==> src/hw/rtl/fspc_pkg.sv <==
`timescale 1ns / 1ps
// ----------------------------------------------------------------------------
// Feeder shot PID controller package
// Shared constants, register indexes, controller states and command struct.
// ----------------------------------------------------------------------------
package fspc_pkg;

	// Configuration register indexes.
	localparam logic [2:0] CFG_SINGLE_MODE    = 3'd0;
	localparam logic [2:0] CFG_BURST_RATE     = 3'd1;
	localparam logic [2:0] CFG_GAIN_P         = 3'd2;
	localparam logic [2:0] CFG_GAIN_I         = 3'd3;
	localparam logic [2:0] CFG_GAIN_D         = 3'd4;
	localparam logic [2:0] CFG_INTEGRAL_LIMIT = 3'd5;

	localparam logic [15:0] GAIN_P_RESET = 16'd18;

	localparam logic [12:0] ANGLE_WRAP   = 13'd8191;
	localparam logic [5:0]  SINGLE_RATE  = 6'd10;
	localparam logic [13:0] RPM_PER_RATE = 14'd180;
	localparam logic [9:0]  READY_PWM    = 10'd685;

	localparam logic signed [37:0] P_LIMIT   = 38'sd8000;
	localparam logic signed [37:0] D_LIMIT   = 38'sd2000;
	localparam logic signed [38:0] OUT_LIMIT = 39'sd10000;

	typedef enum logic [3:0] {
		ST_IDLE,
		ST_ANGLE,
		ST_RATE,
		ST_ERR,
		ST_SUM,
		ST_MUL_P,
		ST_MUL_I,
		ST_MUL_D,
		ST_ADD,
		ST_FINISH
	} ctl_state_t;

	typedef struct packed {
		logic capture;
		logic angle;
		logic rate;
		logic err;
		logic integ;
		logic mul_p;
		logic mul_i;
		logic mul_d;
		logic add;
		logic load_out;
	} ctl_cmd_t;

endpackage

==> src/hw/rtl/fspc_ctrl.sv <==
`timescale 1ns / 1ps
// ----------------------------------------------------------------------------
// Feeder shot PID controller sequencer
// Steps the datapath through one tick and owns both channel handshakes.
// ----------------------------------------------------------------------------
module fspc_ctrl import fspc_pkg::*; (
	input  logic     clk,
	input  logic     arst_n,
	input  logic     in_valid,
	output logic     in_stall,
	output logic     out_valid,
	input  logic     out_stall,
	output ctl_cmd_t cmd
);

	ctl_state_t state_q, state_next;
	logic       out_valid_q;

	always_ff @(posedge clk or negedge arst_n) begin
		if (!arst_n) begin
			state_q     <= ST_IDLE;
			out_valid_q <= 1'b0;
		end else begin
			state_q <= state_next;
			if (cmd.load_out) begin
				out_valid_q <= 1'b1;
			end else if (out_valid_q && !out_stall) begin
				out_valid_q <= 1'b0;
			end
		end
	end

	always_comb begin
		state_next = state_q;
		cmd        = '0;
		in_stall   = 1'b1;
		case (state_q)
			ST_IDLE: begin
				in_stall = 1'b0;
				if (in_valid) begin
					cmd.capture = 1'b1;
					state_next  = ST_ANGLE;
				end
			end
			ST_ANGLE: begin
				cmd.angle  = 1'b1;
				state_next = ST_RATE;
			end
			ST_RATE: begin
				cmd.rate   = 1'b1;
				state_next = ST_ERR;
			end
			ST_ERR: begin
				cmd.err    = 1'b1;
				state_next = ST_SUM;
			end
			ST_SUM: begin
				cmd.integ  = 1'b1;
				state_next = ST_MUL_P;
			end
			ST_MUL_P: begin
				cmd.mul_p  = 1'b1;
				state_next = ST_MUL_I;
			end
			ST_MUL_I: begin
				cmd.mul_i  = 1'b1;
				state_next = ST_MUL_D;
			end
			ST_MUL_D: begin
				cmd.mul_d  = 1'b1;
				state_next = ST_ADD;
			end
			ST_ADD: begin
				cmd.add    = 1'b1;
				state_next = ST_FINISH;
			end
			ST_FINISH: begin
				// The result register may still hold a beat the sink has not taken.
				if (!out_valid_q || !out_stall) begin
					cmd.load_out = 1'b1;
					state_next   = ST_IDLE;
				end
			end
			default: begin
				state_next = ST_IDLE;
			end
		endcase
	end

	assign out_valid = out_valid_q;

endmodule

==> src/hw/rtl/fspc_datapath.sv <==
`timescale 1ns / 1ps
// ----------------------------------------------------------------------------
// Feeder shot PID controller datapath
// Config registers, shot pacing state, PID state, shared multiplier and
// the result register.
// ----------------------------------------------------------------------------
module fspc_datapath import fspc_pkg::*; (
	input  logic               clk,
	input  logic               arst_n,
	input  ctl_cmd_t           cmd,
	input  logic               cfg_we,
	input  logic [2:0]         cfg_index,
	input  logic [19:0]        cfg_data,
	input  logic [12:0]        rotor_angle,
	input  logic signed [15:0] rotor_speed,
	input  logic               flywheel_enable,
	input  logic [9:0]         flywheel_pwm_now,
	input  logic               load_angle,
	input  logic [19:0]        new_angle,
	output logic signed [14:0] drive_out,
	output logic [13:0]        target_rpm,
	output logic [19:0]        angle_left,
	output logic               flywheel_ready,
	output logic [9:0]         flywheel_pwm_cmd
);

	function automatic logic signed [37:0] sat38(input logic signed [37:0] v,
		input logic signed [37:0] lim);
		logic signed [37:0] r;
		r = v;
		if (v > lim) begin
			r = lim;
		end else if (v < -lim) begin
			r = -lim;
		end
		return r;
	endfunction

	// Configuration registers.
	logic        single_mode_q;
	logic [5:0]  burst_rate_q;
	logic [15:0] gain_p_q;
	logic [15:0] gain_i_q;
	logic [15:0] gain_d_q;
	logic [19:0] integral_limit_q;

	// Captured input beat.
	logic [12:0]        angle_q;
	logic signed [15:0] speed_q;
	logic               enable_q;
	logic [9:0]         pwm_now_q;
	logic               load_q;
	logic [19:0]        new_angle_q;

	// Loop state.
	logic [12:0]        prev_angle_q;
	logic [19:0]        remaining_q;
	logic signed [20:0] error_sum_q;
	logic signed [16:0] prev_error_q;

	// Per-tick working registers.
	logic [12:0]        step_q;
	logic               ready_q;
	logic [13:0]        target_q;
	logic signed [16:0] err_q;
	logic signed [17:0] diff_q;
	logic signed [37:0] prod_q;
	logic signed [37:0] p_q;
	logic signed [37:0] i_q;
	logic signed [38:0] acc_q;

	logic [13:0]        wrap_sum;
	logic [12:0]        step_next;
	logic               ready_next;
	logic [19:0]        rem_loaded;
	logic [5:0]         rate_next;
	logic [19:0]        rem_after;
	logic signed [21:0] sum_raw;
	logic signed [21:0] lim_pos;
	logic signed [21:0] lim_neg;
	logic signed [16:0] mul_a;
	logic signed [20:0] mul_b;
	logic signed [37:0] mul_prod;
	logic signed [37:0] d_sat;
	logic signed [38:0] acc_next;
	logic signed [14:0] drive_next;

	always_ff @(posedge clk or negedge arst_n) begin
		if (!arst_n) begin
			single_mode_q    <= 1'b1;
			burst_rate_q     <= '0;
			gain_p_q         <= GAIN_P_RESET;
			gain_i_q         <= '0;
			gain_d_q         <= '0;
			integral_limit_q <= '0;
		end else if (cfg_we) begin
			case (cfg_index)
				CFG_SINGLE_MODE:    single_mode_q    <= cfg_data[0];
				CFG_BURST_RATE:     burst_rate_q     <= cfg_data[5:0];
				CFG_GAIN_P:         gain_p_q         <= cfg_data[15:0];
				CFG_GAIN_I:         gain_i_q         <= cfg_data[15:0];
				CFG_GAIN_D:         gain_d_q         <= cfg_data[15:0];
				CFG_INTEGRAL_LIMIT: integral_limit_q <= cfg_data;
				default: begin
				end
			endcase
		end
	end

	// Encoder step with wrap at the top of the angle range.
	assign wrap_sum   = {1'b0, ANGLE_WRAP} - {1'b0, prev_angle_q} + {1'b0, angle_q};
	assign step_next  = (angle_q >= prev_angle_q) ? (angle_q - prev_angle_q) : wrap_sum[12:0];
	assign ready_next = enable_q && (pwm_now_q == READY_PWM);
	assign rem_loaded = load_q ? new_angle_q : remaining_q;

	always_comb begin
		rate_next = '0;
		rem_after = '0;
		if (single_mode_q) begin
			if (remaining_q > {7'b0, step_q}) begin
				rem_after = remaining_q - {7'b0, step_q};
				rate_next = SINGLE_RATE;
			end
		end else begin
			rate_next = burst_rate_q;
		end
		if (!ready_q) begin
			rate_next = '0;
		end
	end

	assign sum_raw = {error_sum_q[20], error_sum_q} + {{5{err_q[16]}}, err_q};
	assign lim_pos = $signed({2'b00, integral_limit_q});
	assign lim_neg = -lim_pos;

	// One shared multiplier serves the three PID terms in turn.
	always_comb begin
		mul_a = '0;
		mul_b = '0;
		if (cmd.mul_p) begin
			mul_a = $signed({1'b0, gain_p_q});
			mul_b = {{4{err_q[16]}}, err_q};
		end else if (cmd.mul_i) begin
			mul_a = $signed({1'b0, gain_i_q});
			mul_b = error_sum_q;
		end else if (cmd.mul_d) begin
			mul_a = $signed({1'b0, gain_d_q});
			mul_b = {{3{diff_q[17]}}, diff_q};
		end
	end

	assign mul_prod = mul_a * mul_b;
	assign d_sat    = sat38(prod_q, D_LIMIT);
	assign acc_next = {p_q[37], p_q} + {i_q[37], i_q} + {d_sat[37], d_sat};

	always_comb begin
		drive_next = acc_q[14:0];
		if (acc_q > OUT_LIMIT) begin
			drive_next = OUT_LIMIT[14:0];
		end else if (acc_q < -OUT_LIMIT) begin
			drive_next = 15'(-OUT_LIMIT);
		end
	end

	always_ff @(posedge clk or negedge arst_n) begin
		if (!arst_n) begin
			prev_angle_q <= '0;
			remaining_q  <= '0;
			error_sum_q  <= '0;
			prev_error_q <= '0;
		end else begin
			if (cmd.angle) begin
				prev_angle_q <= angle_q;
				remaining_q  <= ready_next ? rem_loaded : '0;
			end
			if (cmd.rate) begin
				remaining_q <= rem_after;
			end
			if (cmd.integ) begin
				if (sum_raw > lim_pos) begin
					error_sum_q <= lim_pos[20:0];
				end else if (sum_raw < lim_neg) begin
					error_sum_q <= lim_neg[20:0];
				end else begin
					error_sum_q <= sum_raw[20:0];
				end
				prev_error_q <= err_q;
			end
		end
	end

	always_ff @(posedge clk) begin
		if (cmd.capture) begin
			angle_q     <= rotor_angle;
			speed_q     <= rotor_speed;
			enable_q    <= flywheel_enable;
			pwm_now_q   <= flywheel_pwm_now;
			load_q      <= load_angle;
			new_angle_q <= new_angle;
		end
		if (cmd.angle) begin
			step_q  <= step_next;
			ready_q <= ready_next;
		end
		if (cmd.rate) begin
			target_q <= 14'(rate_next) * RPM_PER_RATE;
		end
		if (cmd.err) begin
			err_q <= $signed({3'b000, target_q}) - {speed_q[15], speed_q};
		end
		if (cmd.integ) begin
			diff_q <= {err_q[16], err_q} - {prev_error_q[16], prev_error_q};
		end
		if (cmd.mul_p) begin
			prod_q <= mul_prod;
		end
		if (cmd.mul_i) begin
			p_q    <= sat38(prod_q, P_LIMIT);
			prod_q <= mul_prod;
		end
		if (cmd.mul_d) begin
			i_q    <= prod_q;
			prod_q <= mul_prod;
		end
		if (cmd.add) begin
			acc_q <= acc_next;
		end
		if (cmd.load_out) begin
			drive_out        <= drive_next;
			target_rpm       <= target_q;
			angle_left       <= remaining_q;
			flywheel_ready   <= ready_q;
			flywheel_pwm_cmd <= enable_q ? READY_PWM : '0;
		end
	end

endmodule

==> src/hw/rtl/feeder_shot_pid_controller_unit.sv <==
`timescale 1ns / 1ps
// ----------------------------------------------------------------------------
// Feeder shot PID controller
// Flywheel readiness, shot pacing and a clamped PID speed loop, one beat
// per control tick.
// ----------------------------------------------------------------------------
// A result beat is shown once the sequencer has walked its input beat through
// the angle, rate, error, sum, P, I and D multiply, add and finish states. A
// new beat is taken only in idle: ticks share the single 17x21 multiplier.
// The result register lets the next input be taken while a result waits.
// Reset clears the loop state and restores config defaults; no item is held.
// ----------------------------------------------------------------------------
module feeder_shot_pid_controller_unit import fspc_pkg::*; (
	input  logic               clk,
	input  logic               arst_n,
	input  logic               cfg_we,
	input  logic [2:0]         cfg_index,
	input  logic [19:0]        cfg_data,
	input  logic               in_valid,
	output logic               in_stall,
	input  logic [12:0]        rotor_angle,
	input  logic signed [15:0] rotor_speed,
	input  logic               flywheel_enable,
	input  logic [9:0]         flywheel_pwm_now,
	input  logic               load_angle,
	input  logic [19:0]        new_angle,
	output logic               out_valid,
	input  logic               out_stall,
	output logic signed [14:0] drive_out,
	output logic [13:0]        target_rpm,
	output logic [19:0]        angle_left,
	output logic               flywheel_ready,
	output logic [9:0]         flywheel_pwm_cmd
);

	ctl_cmd_t cmd;

	fspc_ctrl u_ctrl (
		.clk       (clk),
		.arst_n    (arst_n),
		.in_valid  (in_valid),
		.in_stall  (in_stall),
		.out_valid (out_valid),
		.out_stall (out_stall),
		.cmd       (cmd)
	);

	fspc_datapath u_datapath (
		.clk              (clk),
		.arst_n           (arst_n),
		.cmd              (cmd),
		.cfg_we           (cfg_we),
		.cfg_index        (cfg_index),
		.cfg_data         (cfg_data),
		.rotor_angle      (rotor_angle),
		.rotor_speed      (rotor_speed),
		.flywheel_enable  (flywheel_enable),
		.flywheel_pwm_now (flywheel_pwm_now),
		.load_angle       (load_angle),
		.new_angle        (new_angle),
		.drive_out        (drive_out),
		.target_rpm       (target_rpm),
		.angle_left       (angle_left),
		.flywheel_ready   (flywheel_ready),
		.flywheel_pwm_cmd (flywheel_pwm_cmd)
	);

endmodule
==> config.mk <==
export PLATFORM = sky130hd
export DESIGN_NAME = feeder_shot_pid_controller_unit
export DESIGN_NICKNAME = d
export VERILOG_FILES = /design/src/hw/rtl/fspc_pkg.sv /design/src/hw/rtl/fspc_ctrl.sv /design/src/hw/rtl/fspc_datapath.sv /design/src/hw/rtl/feeder_shot_pid_controller_unit.sv
export SDC_FILE = /design/constraint.sdc
export NUM_CORES = 2
export LEC_CHECK = 0
export BUFFER_PORTS_ARGS = -buffer_cell sky130_fd_sc_hd__buf_2
export CAP_MARGIN = 5
export CORE_MARGIN = 10
export CORE_UTILIZATION = 35
export CTS_CLUSTER_DIAMETER = 80
export DETAILED_ROUTE_END_ITERATION = 8
export GPL_TIMING_DRIVEN = 0
export PLACE_DENSITY_LB_ADDON = 0.15
export SLEW_MARGIN = 20
export SYNTH_ARGS = -nofsm -noshare
export SYNTH_HDL_FRONTEND = slang
export SYNTH_SLANG_ARGS = --single-unit
==> constraint.sdc <==
create_clock -name clk -period 8.6 [get_ports clk]
set_clock_uncertainty 0.15 [all_clocks]
set_input_delay 0 -clock clk [delete_from_list [all_inputs] [get_ports clk]]
set_output_delay 0 -clock clk [all_outputs]
set_load 0.05 [all_outputs]
==> summary.md <==
| Metric | Value |
|---|---|
| Status | finished, final reports clean |
| Vias/cell | about 5 |
| Buf/Inv on CP | 7 |
| Delay-heaviest family, CP | adder cells |
| DRT antenna net count | 0 |
| Final WL | 112400 um |
| Power density cells | between 300 and 400 nW/um2 |
| Critical Path AT | between 8000 and 9000 ps |
| Ys async rst share | 0.3179 |
| Post-Place Cells | 5537 |
| Core ar. | around 110000 um2 |
| Nets | 5029 |
| Synth Flop Type | edfxtp_1 |
| Die width | 354.7 um |
| Vias after detailed routing | 28680 |
| Clk Latency, worst-skew pair | 660 ps |
| Clk buf depth | 3 |
| Relative slew margins | 0.2968 |
| DIE HEIGHT | roughly 350 um |
| Post-synth EDFFs | 324 |
| Leakage power | 20.59 nW |
| Worst Tran Pin Value | about 1000 ps |
| Yosys warns | 0 |
| Max Clk Rate | 120.2 MHz |
| # rows | 122 |
| Commonest cells after routing, fill and taps aside | inv_1 (634), nand2_1 (401), fa_1 (384), nor2_1 (340), edfxtp_1 (324) |
| Post-synthesis cell area | 39210 um2 |
| CP peak stage delay | 550 ps |
| Seq/Total Area, Yosys | 0.3446 |
| CTS tree | built |
| DIE AREA | 125800 um2 |
| CTS H-tree lvls | 2 |
| Max cap viols | 0 |
| First-pass GRT wire length | 175800 um |
| Synth area leader | edfxtp_1 |
| CTS clk-pin slew, worst paths | approximately 60 ps |
| Total GRT Usage | 0.1788 |
| Placer Congestion | 0.8696 |
| WHS | 31.71 ps |
| Share of layout cells above drive strength 1 | 0.1232 |
| Hold Violations, Final | 0 |
| DRC viols | 0 |
| CP Data Required Time | 8810 ps |
| Port buffer count | 144 |
| Crit Path Max Fanout | 10 |
| 1st-iter DRT viols | 1705 |
| Inserted Diodes | 0 |
| Cts bufs inserted | 56 |
| Worst setup SP type | flip-flop |
| Ratio of final minimum period to clock period | 0.9670 |
| Crit-path slowest cell | fa_1 |
| Yosys top cell area share | 0.2481 |
| Synthesis-stage register bit count | approximately 480 |
| CTS Sinks | 475 |
| Crit path capture type | flip-flop |
| Detailed-route wire length per cell | 19.32 um |
| Area Overhead vs Synth | 17.84% |
| Most frequent CP cell | fa_1 |
| IO Pins | 151 |
| Final setup fails | 0 |
| Initial core utilization | 0.3533 |
| Crit path kind | flip-flop to flip-flop |
| Final HPWL DP | 90640 um |
| Total power | between 15 and 20 mW |
| Gr ovfl total | 0 |
| Antenna violations before repair | 6 |
| Syn Inst Count | 3880 |
| Final Instance Count excl. Fillers | 5815 |
| Max VDD drop | 0.0001827 V |
| Hold Path Class | input pin to flip-flop |
| Crit path time final | 8316 ps |
| Clock root cell | clkbuf_16 |
| Largest net degree at the start of global routing | 84 |
| Vias in the first global route | 30330 |
| Synth cell types | approximately 80 |
| Max Transition Viols Final | 0 |
| # fillers | 10950 |
| First-pass iteration count of the detailed router | 5 |
| Commonest non-fill, non-tap cell in the layout | inv_1 |
| Syn avg cell area | 10.11 um2 |
| Leading post-synthesis cells by cell area | edfxtp_1 (25%), fa_1 (20%), dfrtp_1 (9.4%), ha_1 (8.8%), inv_1 (6.1%) |
where the power goes:
| part | total (mW) | switching, mW | leakage (nW) | internal, mW |
|---|---|---|---|---|
| Combinational | 9.77 | 6.01 | 14.8 | 3.76 |
| Clock | 2.53 | 1.00 | 0.957 | 1.53 |
| Sequential | 4.03 | 0.507 | 4.83 | 3.52 |
cells in the mapped netlist, types with 43 or more instances:
master,number
dfrtp_1,148
xnor2_1,104
xor2_1,46
ha_1,275
nand2_1,401
nand3_1,54
nor3_1,54
o21ai_0,109
inv_1,634
mux2_2,118
a21oi_1,181
and2_1,43
fa_1,385
a21o_1,102
clkbuf_1,112
edfxtp_1,324
nor2_1,343
worst paths after layout:
kind	startpoint	end	slack, ps	cells past startpoint
worst max-delay path	u_ctrl.state_q[1]	u_datapath.prod_q[37]	280	26
worst min-delay path	cfg_data[16]	u_datapath.integral_limit_q[16]	30	3
worst max register to register	u_ctrl.state_q[1]	u_datapath.prod_q[37]	280	26
worst min register to register	u_datapath.ready_q	u_datapath.flywheel_ready	320	0
max in group asynchronous	arst_n	u_datapath.gain_p_q[1]	7500	4
min in group asynchronous	arst_n	u_datapath.single_mode_q	300	3
metrics by stage:
| stage | area (um2) | utilization | setup slack, ps | setup TNS, ps |
|---|---|---|---|---|
| after floorplan | 39230 | - | 762.7 | 0 |
| after global placement | 41810 | 0.3768 | -2424 | -52660 |
| after detailed placement | 42140 | 0.3798 | -2063 | -22930 |
| after CTS | 46110 | 0.4155 | 19.42 | 0 |
| after global routing | 46210 | 0.4164 | -3.534 | -3.534 |
| final | 46210 | 0.4164 | 283.7 | 0 |
flip-flops by register name (all words and copies together), names as in the netlist, 18 cells and up:
| name | count |
|---|---|
| u_datapath.i_q | 38 |
| u_datapath.diff_q | 18 |
| u_datapath.acc_q | 39 |
| u_datapath.integral_limit_q | 20 |
| u_datapath.new_angle_q | 20 |
| u_datapath.remaining_q | 20 |
| u_datapath.angle_left | 20 |
| u_datapath.p_q | 38 |
| u_datapath.prod_q | 38 |
| u_datapath.error_sum_q | 21 |
kinds of logic (layout without fill, tap and decap cells):
group,after synthesis,count (layout),share of synthesized area
other cells,1,6,0.00009564
buf+inv,769,1211,0.07502
compound gates,619,619,0.1037
simple gates,1078,1078,0.1223
mux,128,128,0.03644
fa+ha+maj,660,660,0.2843
xor+xnor,150,150,0.03351
flops,475,475,0.3446
repair_timing:
action / CTS / global route
buffers inserted: 13 / 2
pin swaps: 6 / 2
gates resized for setup: 91 / 31
endpoints found under the setup margin: 21 / 6
hold buffers: 162 / 0
cloned: 0 / 0
hold endpoints to repair: 344 / 0
worst register-to-register path, cell delays in order, from the launching register on:
cell	delay, ps
dfrtp_2	510
nor2b_1	140
clkbuf_2	240
clkbuf_4	270
nand2_1	120
a21oi_4	320
clkbuf_4	340
nand2_1	120
fa_1	550
inv_1	60
fa_1	530
fa_1	470
fa_1	520
fa_1	540
inv_1	50
fa_1	520
inv_1	40
ha_1	270
clkbuf_1	180
nand4_1	160
nand2b_2	220
o2111ai_2	220
a221o_2	510
a2111o_1	430
a31o_1	240
a21oi_2	180
xnor2_2	150
cell type report:
cell class	instances	area [um2]	share of cell area
buffer	130	644.4	0.01395
clock buffer	72	1534	0.03320
clock inverter	33	425.4	0.009207
inverter	635	2384	0.05158
multi-input combinational	2641	23080	0.4994
sequential	475	13510	0.2925
tap	1488	1862	0.04029
timing repair buffer	341	2768	0.05990
metal layers:
| layer | share of wire | global-route usage |
|---|---|---|
| met1 | 0.44 | 0.2273 |
| met5 | 0.000098 | 0 |
| met4 | 0.025 | 0.04552 |
| met2 | 0.50 | 0.3196 |
| met3 | 0.037 | 0.02124 |
No activity file was read; power rests on OpenSTA's default activity.
